## src/hdl/pcxrle_pkg.sv

```systemverilog
// ============================================================================
// pcxrle_pkg : shared types and constants of the PCX RLE scan-line decoder
// Command word passed from the byte classifier to the pixel expander, the
// configuration register set and the result status codes.
// ============================================================================
`default_nettype none

package pcxrle_pkg;

    localparam int CFG_W   = 11;  // width of each configuration register
    localparam int RUN_W   = 6;   // run count field of a header byte
    localparam int COORD_W = 10;  // width of the x and y result fields

    localparam logic [1:0] HDR_MARK = 2'b11;  // top bits of a run header

    // Configuration register indexes
    localparam logic [1:0] REG_IMAGE_WIDTH  = 2'd0;
    localparam logic [1:0] REG_LINE_BYTES   = 2'd1;
    localparam logic [1:0] REG_IMAGE_HEIGHT = 2'd2;

    localparam logic [CFG_W-1:0] RST_IMAGE_WIDTH  = 11'd320;
    localparam logic [CFG_W-1:0] RST_LINE_BYTES   = 11'd320;
    localparam logic [CFG_W-1:0] RST_IMAGE_HEIGHT = 11'd200;

    // Result status codes
    localparam logic [1:0] ST_PIXEL = 2'd0;
    localparam logic [1:0] ST_ERROR = 2'd1;
    localparam logic [1:0] ST_DONE  = 2'd2;

    // Command queue depth
    localparam int QDEPTH = 2;
    localparam int QPTR_W = $clog2(QDEPTH);
    localparam int QCNT_W = $clog2(QDEPTH + 1);

    typedef enum logic [0:0] {
        CMD_PIXELS = 1'b0,
        CMD_ERROR  = 1'b1
    } cmd_kind_t;

    typedef struct packed {
        logic [CFG_W-1:0] image_width;
        logic [CFG_W-1:0] line_bytes;
        logic [CFG_W-1:0] image_height;
    } cfg_t;

    // One command word: a span of visible pixels, optionally followed by
    // the image complete item, or a single error item.
    typedef struct packed {
        cmd_kind_t        kind;
        logic [7:0]       value;
        logic [CFG_W-1:0] x;
        logic [CFG_W-1:0] y;
        logic [RUN_W-1:0] count;
        logic             done;
    } cmd_t;

endpackage

`default_nettype wire

```

## src/hdl/pcxrle_front.sv

```systemverilog
// ============================================================================
// pcxrle_front : byte classifier of the PCX RLE decoder
// Accepts coded bytes, tracks run header, column and row, checks geometry
// and turns each byte into at most one command word for the expander.
// ============================================================================
`default_nettype none

module pcxrle_front
    import pcxrle_pkg::*;
#(
    parameter int MAX_LINE = 1024,
    parameter int MAX_ROWS = 1024
) (
    input  wire logic       aclk,
    input  wire logic       aresetn,
    input  wire cfg_t       cfg,
    input  wire logic       s_valid,
    output logic            s_ready,
    input  wire logic [7:0] s_encoded_byte,
    input  wire logic       s_end_of_data,
    output logic            push,
    output cmd_t            push_cmd,
    input  wire logic       q_full
);

    logic             pending_reg,  pending_next;
    logic [RUN_W-1:0] run_len_reg,  run_len_next;
    logic [CFG_W-1:0] col_reg,      col_next;
    logic [CFG_W-1:0] row_reg,      row_next;
    logic             failed_reg,   failed_next;
    logic             finished_reg, finished_next;

    logic             take;
    logic             geom_bad;
    logic             is_hdr;
    logic [RUN_W-1:0] cnt_eff;
    logic [CFG_W-1:0] rem;
    logic             overrun;
    logic [CFG_W-1:0] col_sum;
    logic [CFG_W-1:0] row_inc;
    logic             eol;
    logic             img_done;
    logic [CFG_W-1:0] avail;
    logic [RUN_W-1:0] vis;

    assign s_ready = !q_full;
    assign take    = s_valid && s_ready;

    always_comb begin
        geom_bad = (cfg.image_width == '0) || (cfg.line_bytes == '0)
                || (cfg.image_height == '0)
                || (cfg.line_bytes < cfg.image_width)
                || (32'(cfg.line_bytes) > 32'(MAX_LINE))
                || (32'(cfg.image_height) > 32'(MAX_ROWS))
                || (col_reg >= cfg.line_bytes)
                || (row_reg >= cfg.image_height);

        is_hdr   = !pending_reg && (s_encoded_byte[7:6] == HDR_MARK);
        cnt_eff  = pending_reg ? run_len_reg : RUN_W'(1);
        rem      = cfg.line_bytes - col_reg;
        overrun  = CFG_W'(cnt_eff) > rem;
        col_sum  = col_reg + CFG_W'(cnt_eff);
        row_inc  = row_reg + CFG_W'(1);
        eol      = (col_sum == cfg.line_bytes);
        img_done = eol && (row_inc == cfg.image_height);

        // visible part of the span: clip at the image width
        avail = cfg.image_width - col_reg;
        if (col_reg >= cfg.image_width) begin
            vis = '0;
        end else if (CFG_W'(cnt_eff) <= avail) begin
            vis = cnt_eff;
        end else begin
            vis = avail[RUN_W-1:0];
        end
    end

    always_comb begin
        pending_next  = pending_reg;
        run_len_next  = run_len_reg;
        col_next      = col_reg;
        row_next      = row_reg;
        failed_next   = failed_reg;
        finished_next = finished_reg;
        push          = 1'b0;
        push_cmd.kind  = CMD_PIXELS;
        push_cmd.value = s_encoded_byte;
        push_cmd.x     = col_reg;
        push_cmd.y     = row_reg;
        push_cmd.count = vis;
        push_cmd.done  = img_done;

        if (take && !failed_reg && !finished_reg) begin
            if (s_end_of_data || geom_bad || (is_hdr && s_encoded_byte[5:0] == '0)
                    || (!is_hdr && overrun)) begin
                // error: report once, then drop everything
                failed_next    = 1'b1;
                pending_next   = 1'b0;
                push           = 1'b1;
                push_cmd.kind  = CMD_ERROR;
                push_cmd.count = '0;
                push_cmd.done  = 1'b0;
            end else if (is_hdr) begin
                pending_next = 1'b1;
                run_len_next = s_encoded_byte[RUN_W-1:0];
            end else begin
                pending_next  = 1'b0;
                col_next      = eol ? '0 : col_sum;
                row_next      = eol ? row_inc : row_reg;
                finished_next = img_done;
                push          = (vis != '0) || img_done;
            end
        end
    end

    always_ff @(posedge aclk) begin
        if (!aresetn) begin
            pending_reg  <= 1'b0;
            run_len_reg  <= '0;
            col_reg      <= '0;
            row_reg      <= '0;
            failed_reg   <= 1'b0;
            finished_reg <= 1'b0;
        end else begin
            pending_reg  <= pending_next;
            run_len_reg  <= run_len_next;
            col_reg      <= col_next;
            row_reg      <= row_next;
            failed_reg   <= failed_next;
            finished_reg <= finished_next;
        end
    end

endmodule

`default_nettype wire

```

## src/hdl/pcxrle_queue.sv

```systemverilog
// ============================================================================
// pcxrle_queue : command queue of the PCX RLE decoder
// Small FIFO that decouples the byte classifier from the pixel expander.
// ============================================================================
`default_nettype none

module pcxrle_queue
    import pcxrle_pkg::*;
(
    input  wire logic aclk,
    input  wire logic aresetn,
    input  wire logic push,
    input  wire cmd_t push_cmd,
    output logic      full,
    input  wire logic pop,
    output logic      q_valid,
    output cmd_t      q_cmd
);

    cmd_t              mem_reg [QDEPTH];
    logic [QPTR_W-1:0] wr_ptr_reg, wr_ptr_next;
    logic [QPTR_W-1:0] rd_ptr_reg, rd_ptr_next;
    logic [QCNT_W-1:0] cnt_reg,    cnt_next;
    logic              do_push, do_pop;

    assign full    = (cnt_reg == QCNT_W'(QDEPTH));
    assign q_valid = (cnt_reg != '0);
    assign q_cmd   = mem_reg[rd_ptr_reg];
    assign do_push = push && !full;
    assign do_pop  = pop && q_valid;

    always_comb begin
        wr_ptr_next = wr_ptr_reg;
        rd_ptr_next = rd_ptr_reg;
        if (do_push) begin
            wr_ptr_next = (32'(wr_ptr_reg) == QDEPTH - 1) ? '0 : wr_ptr_reg + QPTR_W'(1);
        end
        if (do_pop) begin
            rd_ptr_next = (32'(rd_ptr_reg) == QDEPTH - 1) ? '0 : rd_ptr_reg + QPTR_W'(1);
        end
        cnt_next = cnt_reg + QCNT_W'(do_push) - QCNT_W'(do_pop);
    end

    always_ff @(posedge aclk) begin
        if (!aresetn) begin
            wr_ptr_reg <= '0;
            rd_ptr_reg <= '0;
            cnt_reg    <= '0;
        end else begin
            wr_ptr_reg <= wr_ptr_next;
            rd_ptr_reg <= rd_ptr_next;
            cnt_reg    <= cnt_next;
        end
    end

    always_ff @(posedge aclk) begin
        if (do_push) begin
            mem_reg[wr_ptr_reg] <= push_cmd;
        end
    end

endmodule

`default_nettype wire

```

## src/hdl/pcxrle_back.sv

```systemverilog
// ============================================================================
// pcxrle_back : pixel expander of the PCX RLE decoder
// Takes command words from the queue and emits one result word per cycle
// while m_ready is high and no command is loading, through a registered output stage.
// ============================================================================
`default_nettype none

module pcxrle_back
    import pcxrle_pkg::*;
(
    input  wire logic              aclk,
    input  wire logic              aresetn,
    input  wire logic              q_valid,
    input  wire cmd_t              q_cmd,
    output logic                   pop,
    output logic                   m_valid,
    input  wire logic              m_ready,
    output logic [1:0]             m_status,
    output logic [7:0]             m_pixel_value,
    output logic [COORD_W-1:0]     m_pixel_x,
    output logic [COORD_W-1:0]     m_pixel_y,
    output logic                   m_last
);

    logic             active_reg, active_next;
    cmd_kind_t        kind_reg,   kind_next;
    logic [7:0]       val_reg,    val_next;
    logic [CFG_W-1:0] x_reg,      x_next;
    logic [CFG_W-1:0] y_reg,      y_next;
    logic [RUN_W-1:0] rem_reg,    rem_next;
    logic             done_reg,   done_next;

    logic               mv_reg,    mv_next;
    logic [1:0]         st_reg,    st_next;
    logic [7:0]         pv_reg,    pv_next;
    logic [COORD_W-1:0] px_reg,    px_next;
    logic [COORD_W-1:0] py_reg,    py_next;
    logic               last_reg,  last_next;

    logic out_free;

    assign out_free = !mv_reg || m_ready;
    assign pop      = !active_reg && q_valid;

    always_comb begin
        active_next = active_reg;
        kind_next   = kind_reg;
        val_next    = val_reg;
        x_next      = x_reg;
        y_next      = y_reg;
        rem_next    = rem_reg;
        done_next   = done_reg;
        mv_next     = mv_reg && !m_ready;
        st_next     = st_reg;
        pv_next     = pv_reg;
        px_next     = px_reg;
        py_next     = py_reg;
        last_next   = last_reg;

        if (pop) begin
            // load the next command
            active_next = 1'b1;
            kind_next   = q_cmd.kind;
            val_next    = q_cmd.value;
            x_next      = q_cmd.x;
            y_next      = q_cmd.y;
            rem_next    = q_cmd.count;
            done_next   = q_cmd.done;
        end else if (active_reg && out_free) begin
            mv_next = 1'b1;
            if (rem_reg != '0) begin
                st_next   = ST_PIXEL;
                pv_next   = val_reg;
                px_next   = x_reg[COORD_W-1:0];
                py_next   = y_reg[COORD_W-1:0];
                last_next = (rem_reg == RUN_W'(1)) && !done_reg;
                rem_next  = rem_reg - RUN_W'(1);
                x_next    = x_reg + CFG_W'(1);
                if (last_next) begin
                    active_next = 1'b0;
                end
            end else begin
                st_next     = (kind_reg == CMD_ERROR) ? ST_ERROR : ST_DONE;
                pv_next     = '0;
                px_next     = '0;
                py_next     = '0;
                last_next   = 1'b1;
                active_next = 1'b0;
            end
        end
    end

    always_ff @(posedge aclk) begin
        if (!aresetn) begin
            active_reg <= 1'b0;
            mv_reg     <= 1'b0;
        end else begin
            active_reg <= active_next;
            mv_reg     <= mv_next;
        end
    end

    always_ff @(posedge aclk) begin
        kind_reg <= kind_next;
        val_reg  <= val_next;
        x_reg    <= x_next;
        y_reg    <= y_next;
        rem_reg  <= rem_next;
        done_reg <= done_next;
        st_reg   <= st_next;
        pv_reg   <= pv_next;
        px_reg   <= px_next;
        py_reg   <= py_next;
        last_reg <= last_next;
    end

    assign m_valid       = mv_reg;
    assign m_status      = st_reg;
    assign m_pixel_value = pv_reg;
    assign m_pixel_x     = px_reg;
    assign m_pixel_y     = py_reg;
    assign m_last        = last_reg;

    a_end_items_last : assert property (@(posedge aclk) disable iff (!aresetn)
        mv_reg && (st_reg == ST_ERROR || st_reg == ST_DONE) |-> last_reg)
        else $error("error or complete word without last");

    a_end_items_zero : assert property (@(posedge aclk) disable iff (!aresetn)
        mv_reg && st_reg != ST_PIXEL |-> pv_reg == '0 && px_reg == '0 && py_reg == '0)
        else $error("error or complete word carries pixel data");

    a_status_code : assert property (@(posedge aclk) disable iff (!aresetn)
        mv_reg |-> (st_reg == ST_PIXEL || st_reg == ST_ERROR || st_reg == ST_DONE))
        else $error("undefined status code");

    a_last_ends_cmd : assert property (@(posedge aclk) disable iff (!aresetn)
        active_reg && out_free && !pop && last_next |=> !active_reg)
        else $error("expander still busy after last word");

endmodule

`default_nettype wire

```

## src/hdl/pcx_rle_scanline_decoder_top.sv

```systemverilog
// ============================================================================
// pcx_rle_scanline_decoder_top : PCX RLE decoder for 8-bit single-plane data
// Decodes the run-length coded image bytes into (x, y, value) pixel words.
// ============================================================================
//
// Usage
//   Input channel (s_*): one coded byte per word, with s_end_of_data marking
//   exhaustion of the data. Output channel (m_*): pixel words, one format
//   error word or one image complete word; m_last marks the final word
//   caused by a given input byte.
//   Configuration: write image width, line bytes and image height through
//   cfg_wr_en / cfg_index / cfg_wdata while the decoder is idle.
//   Timing: the classifier turns an accepted byte into a command word that
//   is written into a two-entry queue; a header byte gives no command. The
//   expander loads each command from the queue and then emits one result
//   word per cycle while m_ready is high. A result passes the queue, the
//   expander's command registers and the registered output stage before it
//   reaches the receiver.
//   Reset: aresetn low restores the registers (320, 320, 200) and clears the
//   column, row, run and error state; the queue and output stage empty.
//   Stall: when m_ready is low the output word holds, the expander waits,
//   and the classifier keeps taking bytes until the queue fills.
// ============================================================================
`default_nettype none

module pcx_rle_scanline_decoder_top
    import pcxrle_pkg::*;
#(
    parameter int MAX_LINE = 1024,
    parameter int MAX_ROWS = 1024
) (
    input  wire logic               aclk,
    input  wire logic               aresetn,
    // configuration write port
    input  wire logic               cfg_wr_en,
    input  wire logic [1:0]         cfg_index,
    input  wire logic [CFG_W-1:0]   cfg_wdata,
    // coded byte input
    input  wire logic               s_valid,
    output logic                    s_ready,
    input  wire logic [7:0]         s_encoded_byte,
    input  wire logic               s_end_of_data,
    // result output
    output logic                    m_valid,
    input  wire logic               m_ready,
    output logic [1:0]              m_status,
    output logic [7:0]              m_pixel_value,
    output logic [COORD_W-1:0]      m_pixel_x,
    output logic [COORD_W-1:0]      m_pixel_y,
    output logic                    m_last
);

    cfg_t cfg_reg, cfg_next;
    logic push, q_full, pop, q_valid;
    cmd_t push_cmd, q_cmd;

    // Configuration registers: unknown indexes are dropped
    always_comb begin
        cfg_next = cfg_reg;
        if (cfg_wr_en) begin
            unique case (cfg_index)
                REG_IMAGE_WIDTH:  cfg_next.image_width  = cfg_wdata;
                REG_LINE_BYTES:   cfg_next.line_bytes   = cfg_wdata;
                REG_IMAGE_HEIGHT: cfg_next.image_height = cfg_wdata;
                default:          cfg_next = cfg_reg;
            endcase
        end
    end

    always_ff @(posedge aclk) begin
        if (!aresetn) begin
            cfg_reg.image_width  <= RST_IMAGE_WIDTH;
            cfg_reg.line_bytes   <= RST_LINE_BYTES;
            cfg_reg.image_height <= RST_IMAGE_HEIGHT;
        end else begin
            cfg_reg <= cfg_next;
        end
    end

    // Classify bytes and track position
    pcxrle_front #(
        .MAX_LINE (MAX_LINE),
        .MAX_ROWS (MAX_ROWS)
    ) u_front (
        .aclk           (aclk),
        .aresetn        (aresetn),
        .cfg            (cfg_reg),
        .s_valid        (s_valid),
        .s_ready        (s_ready),
        .s_encoded_byte (s_encoded_byte),
        .s_end_of_data  (s_end_of_data),
        .push           (push),
        .push_cmd       (push_cmd),
        .q_full         (q_full)
    );

    // Hold commands between the two halves
    pcxrle_queue u_queue (
        .aclk     (aclk),
        .aresetn  (aresetn),
        .push     (push),
        .push_cmd (push_cmd),
        .full     (q_full),
        .pop      (pop),
        .q_valid  (q_valid),
        .q_cmd    (q_cmd)
    );

    // Expand commands into result words
    pcxrle_back u_back (
        .aclk          (aclk),
        .aresetn       (aresetn),
        .q_valid       (q_valid),
        .q_cmd         (q_cmd),
        .pop           (pop),
        .m_valid       (m_valid),
        .m_ready       (m_ready),
        .m_status      (m_status),
        .m_pixel_value (m_pixel_value),
        .m_pixel_x     (m_pixel_x),
        .m_pixel_y     (m_pixel_y),
        .m_last        (m_last)
    );

endmodule

`default_nettype wire
```

## config.mk

```make
export PLATFORM = sky130hd
export DESIGN_NAME = pcx_rle_scanline_decoder_top
export DESIGN_NICKNAME = d
export VERILOG_FILES = /design/src/hdl/pcxrle_pkg.sv /design/src/hdl/pcxrle_front.sv /design/src/hdl/pcxrle_queue.sv /design/src/hdl/pcxrle_back.sv /design/src/hdl/pcx_rle_scanline_decoder_top.sv
export SDC_FILE = /design/constraint.sdc
export NUM_CORES = 1
export LEC_CHECK = 0
export BUFFER_PORTS_ARGS = -buffer_cell sky130_fd_sc_hd__buf_2
export CAP_MARGIN = 30
export CORE_UTILIZATION = 40
export DETAILED_ROUTE_END_ITERATION = 8
export PLACE_DENSITY = 0.54
export SLEW_MARGIN = 5
export SYNTH_ARGS = -nofsm -noshare
export SYNTH_HDL_FRONTEND = slang
export SYNTH_SLANG_ARGS = --single-unit
```

## constraint.sdc

```tcl
create_clock -name aclk -period 10.44 [get_ports aclk]
set_clock_uncertainty 0.1 [all_clocks]
set_input_delay 1.044 -clock aclk [delete_from_list [all_inputs] [get_ports aclk]]
set_output_delay 1.044 -clock aclk [all_outputs]
set_load 0.01 [all_outputs]
```

==> impl_metrics.csv <==
group,metric,value,unit
status,status,"complete, no violations",
power_and_ir_drop,power.leakage,4.58,nW
floorplan,core,27000,um^2
setup_path,rr_endpoint,"u_queue.mem_reg[1][5]",
synth,synth_warnings,0,
setup_path,required,10.51,ns
clock_tree,hold_buffers,0,
floorplan,die-width,168,um
routing,firstDrtPassIters,4,
setup_path,cp_slowest_cell,"a211oi_1",
routing,drt-initial-drc-count,519,
global_routing,antenna_found_initial,0,
cells_and_area,nFillCells,2552,
synth,yosysSeqAreaShare,50.8,%
global_routing,grt_pass1_vias,7437,
power_and_ir_drop,peakVddDrop,0.111,mV
sta,fin_crit_sh,47.3,%
cells_and_area,antennaDiodeCount,0,
place,hpwl,18400,um
sta,worst_slew_pin_slew,0.862,ns
floorplan,start_util,40.8,%
sta,grt_setup_unrepaired,"no",
clock_tree,cts_setup_buffers,0,
min_path,min_from,"u_front.failed_reg",
clock_tree,cts_tree,"built",
setup_path,cp_max_fo,31,
floorplan,fp.dieH,168,um
setup_path,path_cells,"inv_1, ha_1, fa_1, nor2b_1, o21ai_0, a21oi_1, inv_1, ha_1, nand4_1, nor2_1, a21oi_1, o21a_1, o2111ai_1, or3_1, a211oi_1, o21a_1, buf_4",
cells_and_area,seq_area,5600,um^2
power_and_ir_drop,power-per-cell-area,208,nW/um^2
setup_path,rr_worst_depth,17,
place,io_buffer_count,59,
floorplan,io_pins,60,
setup_path,cp-startpoint,"cfg_reg[22]",
sta,relSlewSlack,42.2,%
sta,setup_violations,0,
synth,synth.distinct_cells,75,
setup_path,reg2reg_from,"cfg_reg[22]",
global_routing,grt_max_degree,37,
cells_and_area,utilization,46.1,%
clock_tree,root_buffer,"clkbuf_16",
setup_path,rrSetupSlack,5.50,ns
cells_and_area,design_area,12500,um^2
routing,drc_errors,0,
global_routing,grt_pass1_wl,40100,um
clock_tree,cts_buffers,24,
routing,wl,25000,um
routing,num_vias,7732,
cells_and_area,layout.nets,1202,
setup_path,start_kind,"register",
synth,netlist_area,11000,um^2
cells_and_area,stdcell_count,1464,
floorplan,dieArea,28200,um^2
setup_path,max_stage_delay,0.57,ns
sta,hold_violations,0,
synth,syn_avg_cell_area,10.6,um^2
setup_path,end_kind,"register",
clock_tree,clock-sinks,210,
sta,fmax,202,MHz
synth,async_flop_share,0,%
cells_and_area,final_cell_mix,"139 x edfxtp_1, 107 x nand2_1, 73 x a21oi_1, 70 x dfxtp_1, 69 x nor2_1",
cells_and_area,multi_input_area,5060,um^2
global_routing,grt_overflow,0,
sta,period_needed,4.94,ns
synth,ys_ff_latch,210,
clock_tree,clockBufferDepth,3,
place,dp_cells,1420,
clock_tree,ctsResizeCount,0,
clock_tree,h-tree-depth,1,
setup_path,worstSetupPathType,"reg -> reg",
synth,synth_nets,1140,
place,gp_congestion,0.871,
synth,syn_inst,1043,
cells_and_area,largest_reg_flops,72,
setup_path,critical_path_arrival,5.01,ns
global_routing,track_usage,17.9,%
routing,vias_per_cell,5.28,
routing,routedWlPerCell,17.1,um
synth,dominantRegCellSynth,"edfxtp_1",
clock_tree,clk_latency,0.53,ns
job,maxCapViolCount,0,
min_path,worstHoldPathType,"reg -> reg",
cells_and_area,layout_commonest_cell,"edfxtp_1",
setup_path,critPathCapture,"u_queue.mem_reg[1][5]",
sta,tns,0,ns
floorplan,num_rows,60,
cells_and_area,syn_to_final_growth,13.0,%
place,placed_area,11700,um^2
synth,synth-edff-count,139,
routing,ant_nets,0,
cells_and_area,drive_gt1_share,13.8,%
sta,slew_violations,0,
clock_tree,path_clk_slew,0.06,ns
## per-layer routing
| metal | global-route usage, % | vias up | share of wire [%] |
|---|---|---|---|
| met5 | 0 | - | 0 |
| met4 | 4.83 | 0 | 2.4 |
| met3 | 2.30 | 40 | 3.9 |
| met2 | 29.3 | 157 | 45 |
| met1 | 24.8 | 3645 | 49 |
| li1 | - | 3890 | - |
## Yosys cell counts, drive strengths merged (3+ instances only)
master / count / area share (%)
edfxtp: 139 / 38
nand2: 107 / 3.6
a21oi: 76 / 3.6
dfxtp: 71 / 13
nor2: 70 / 2.5
ha: 67 / 7.6
inv: 61 / 2.1
o21ai: 44 / 2.1
xnor2: 35 / 2.9
and2: 34 / 2.0
nand3: 28 / 1.3
clkbuf: 26 / 0.89
nor3: 26 / 1.3
xor2: 25 / 2.0
mux2: 23 / 2.4
mux2i: 23 / 2.1
nor2b: 17 / 0.97
a211oi: 16 / 1.2
nand2b: 13 / 0.74
nand4: 13 / 0.79
nor4: 13 / 0.74
o21a: 12 / 0.82
o211ai: 9 / 0.61
or3: 9 / 0.56
a21o: 8 / 0.54
and3: 8 / 0.50
nand3b: 7 / 0.48
buf: 6 / 0.41
o21bai: 6 / 0.44
a31oi: 3 / 0.17
and3b: 3 / 0.24
fa: 3 / 0.54
o2111ai: 3 / 0.24
o31a: 3 / 0.24
o31ai: 3 / 0.20
## critical path: cells and delay by family (launching register included)
family | cells | cell delay [ns]
AO/OA/AOI/OAI | 7 | 1.74
adder cells (fa/ha/maj) | 3 | 0.93
buffers and inverters | 3 | 0.58
flip-flops | 1 | 0.38
AND/OR/NAND/NOR | 4 | 0.83
## final cells by class
| type | instances | area share, % |
|---|---|---|
| tap | 341 | 3.43 |
| sequential | 210 | 45.0 |
| timing repair buffer | 68 | 3.01 |
| multi-input combinational | 739 | 40.6 |
| inverter | 62 | 1.87 |
| clock inverter | 15 | 0.904 |
| clock buffer | 29 | 5.23 |
## how the worst min path moves through the flow
| stage | end | slack, ns | depth (start not counted) |
|---|---|---|---|
| after global routing | u_front.run_len_reg[0] | 0.42 | 2 |
| after global placement | u_front.failed_reg | 0.36 | 2 |
| final | u_front.failed_reg | 0.37 | 2 |
| after CTS | u_front.finished_reg | 0.38 | 2 |
| after detailed placement | u_front.finished_reg | 0.36 | 2 |
| after floorplan | u_queue.mem_reg[0][24] | 0.32 | 0 |
## per-stage QoR
| stage | power [W] | hold slack (ns) | setup slack [ns] |
|---|---|---|---|
| floorplan | 0.00163 | 0.320 | 5.90 |
| global placement | 0.00180 | 0.356 | 5.52 |
| detailed placement | 0.00181 | 0.362 | 5.43 |
| CTS | 0.00263 | 0.379 | 5.40 |
| global route | 0.00273 | 0.415 | 5.06 |
| finish | 0.00259 | 0.374 | 5.50 |
## report_power, final
| part | total, W | internal (W) | switching [W] |
|---|---|---|---|
| Combinational | 0.000552 | 0.000230 | 0.000323 |
| Clock | 0.000811 | 0.000470 | 0.000341 |
| Sequential | 0.00123 | 0.00115 | 0.0000791 |
| Total | 0.00259 | 0.00185 | 0.000743 |
## cell families after synthesis
| family | share of synthesized area (%) |
|---|---|
| and+or+nand+nor | 16.7 |
| adders and majority gates | 8.15 |
| DFF | 50.8 |
| buffers and inverters | 3.41 |
| xor gates and xnor gates | 4.90 |
| muxes | 4.44 |
| AOI/OAI and AO/OA | 11.7 |
Power figures use the tool's default switching activity.
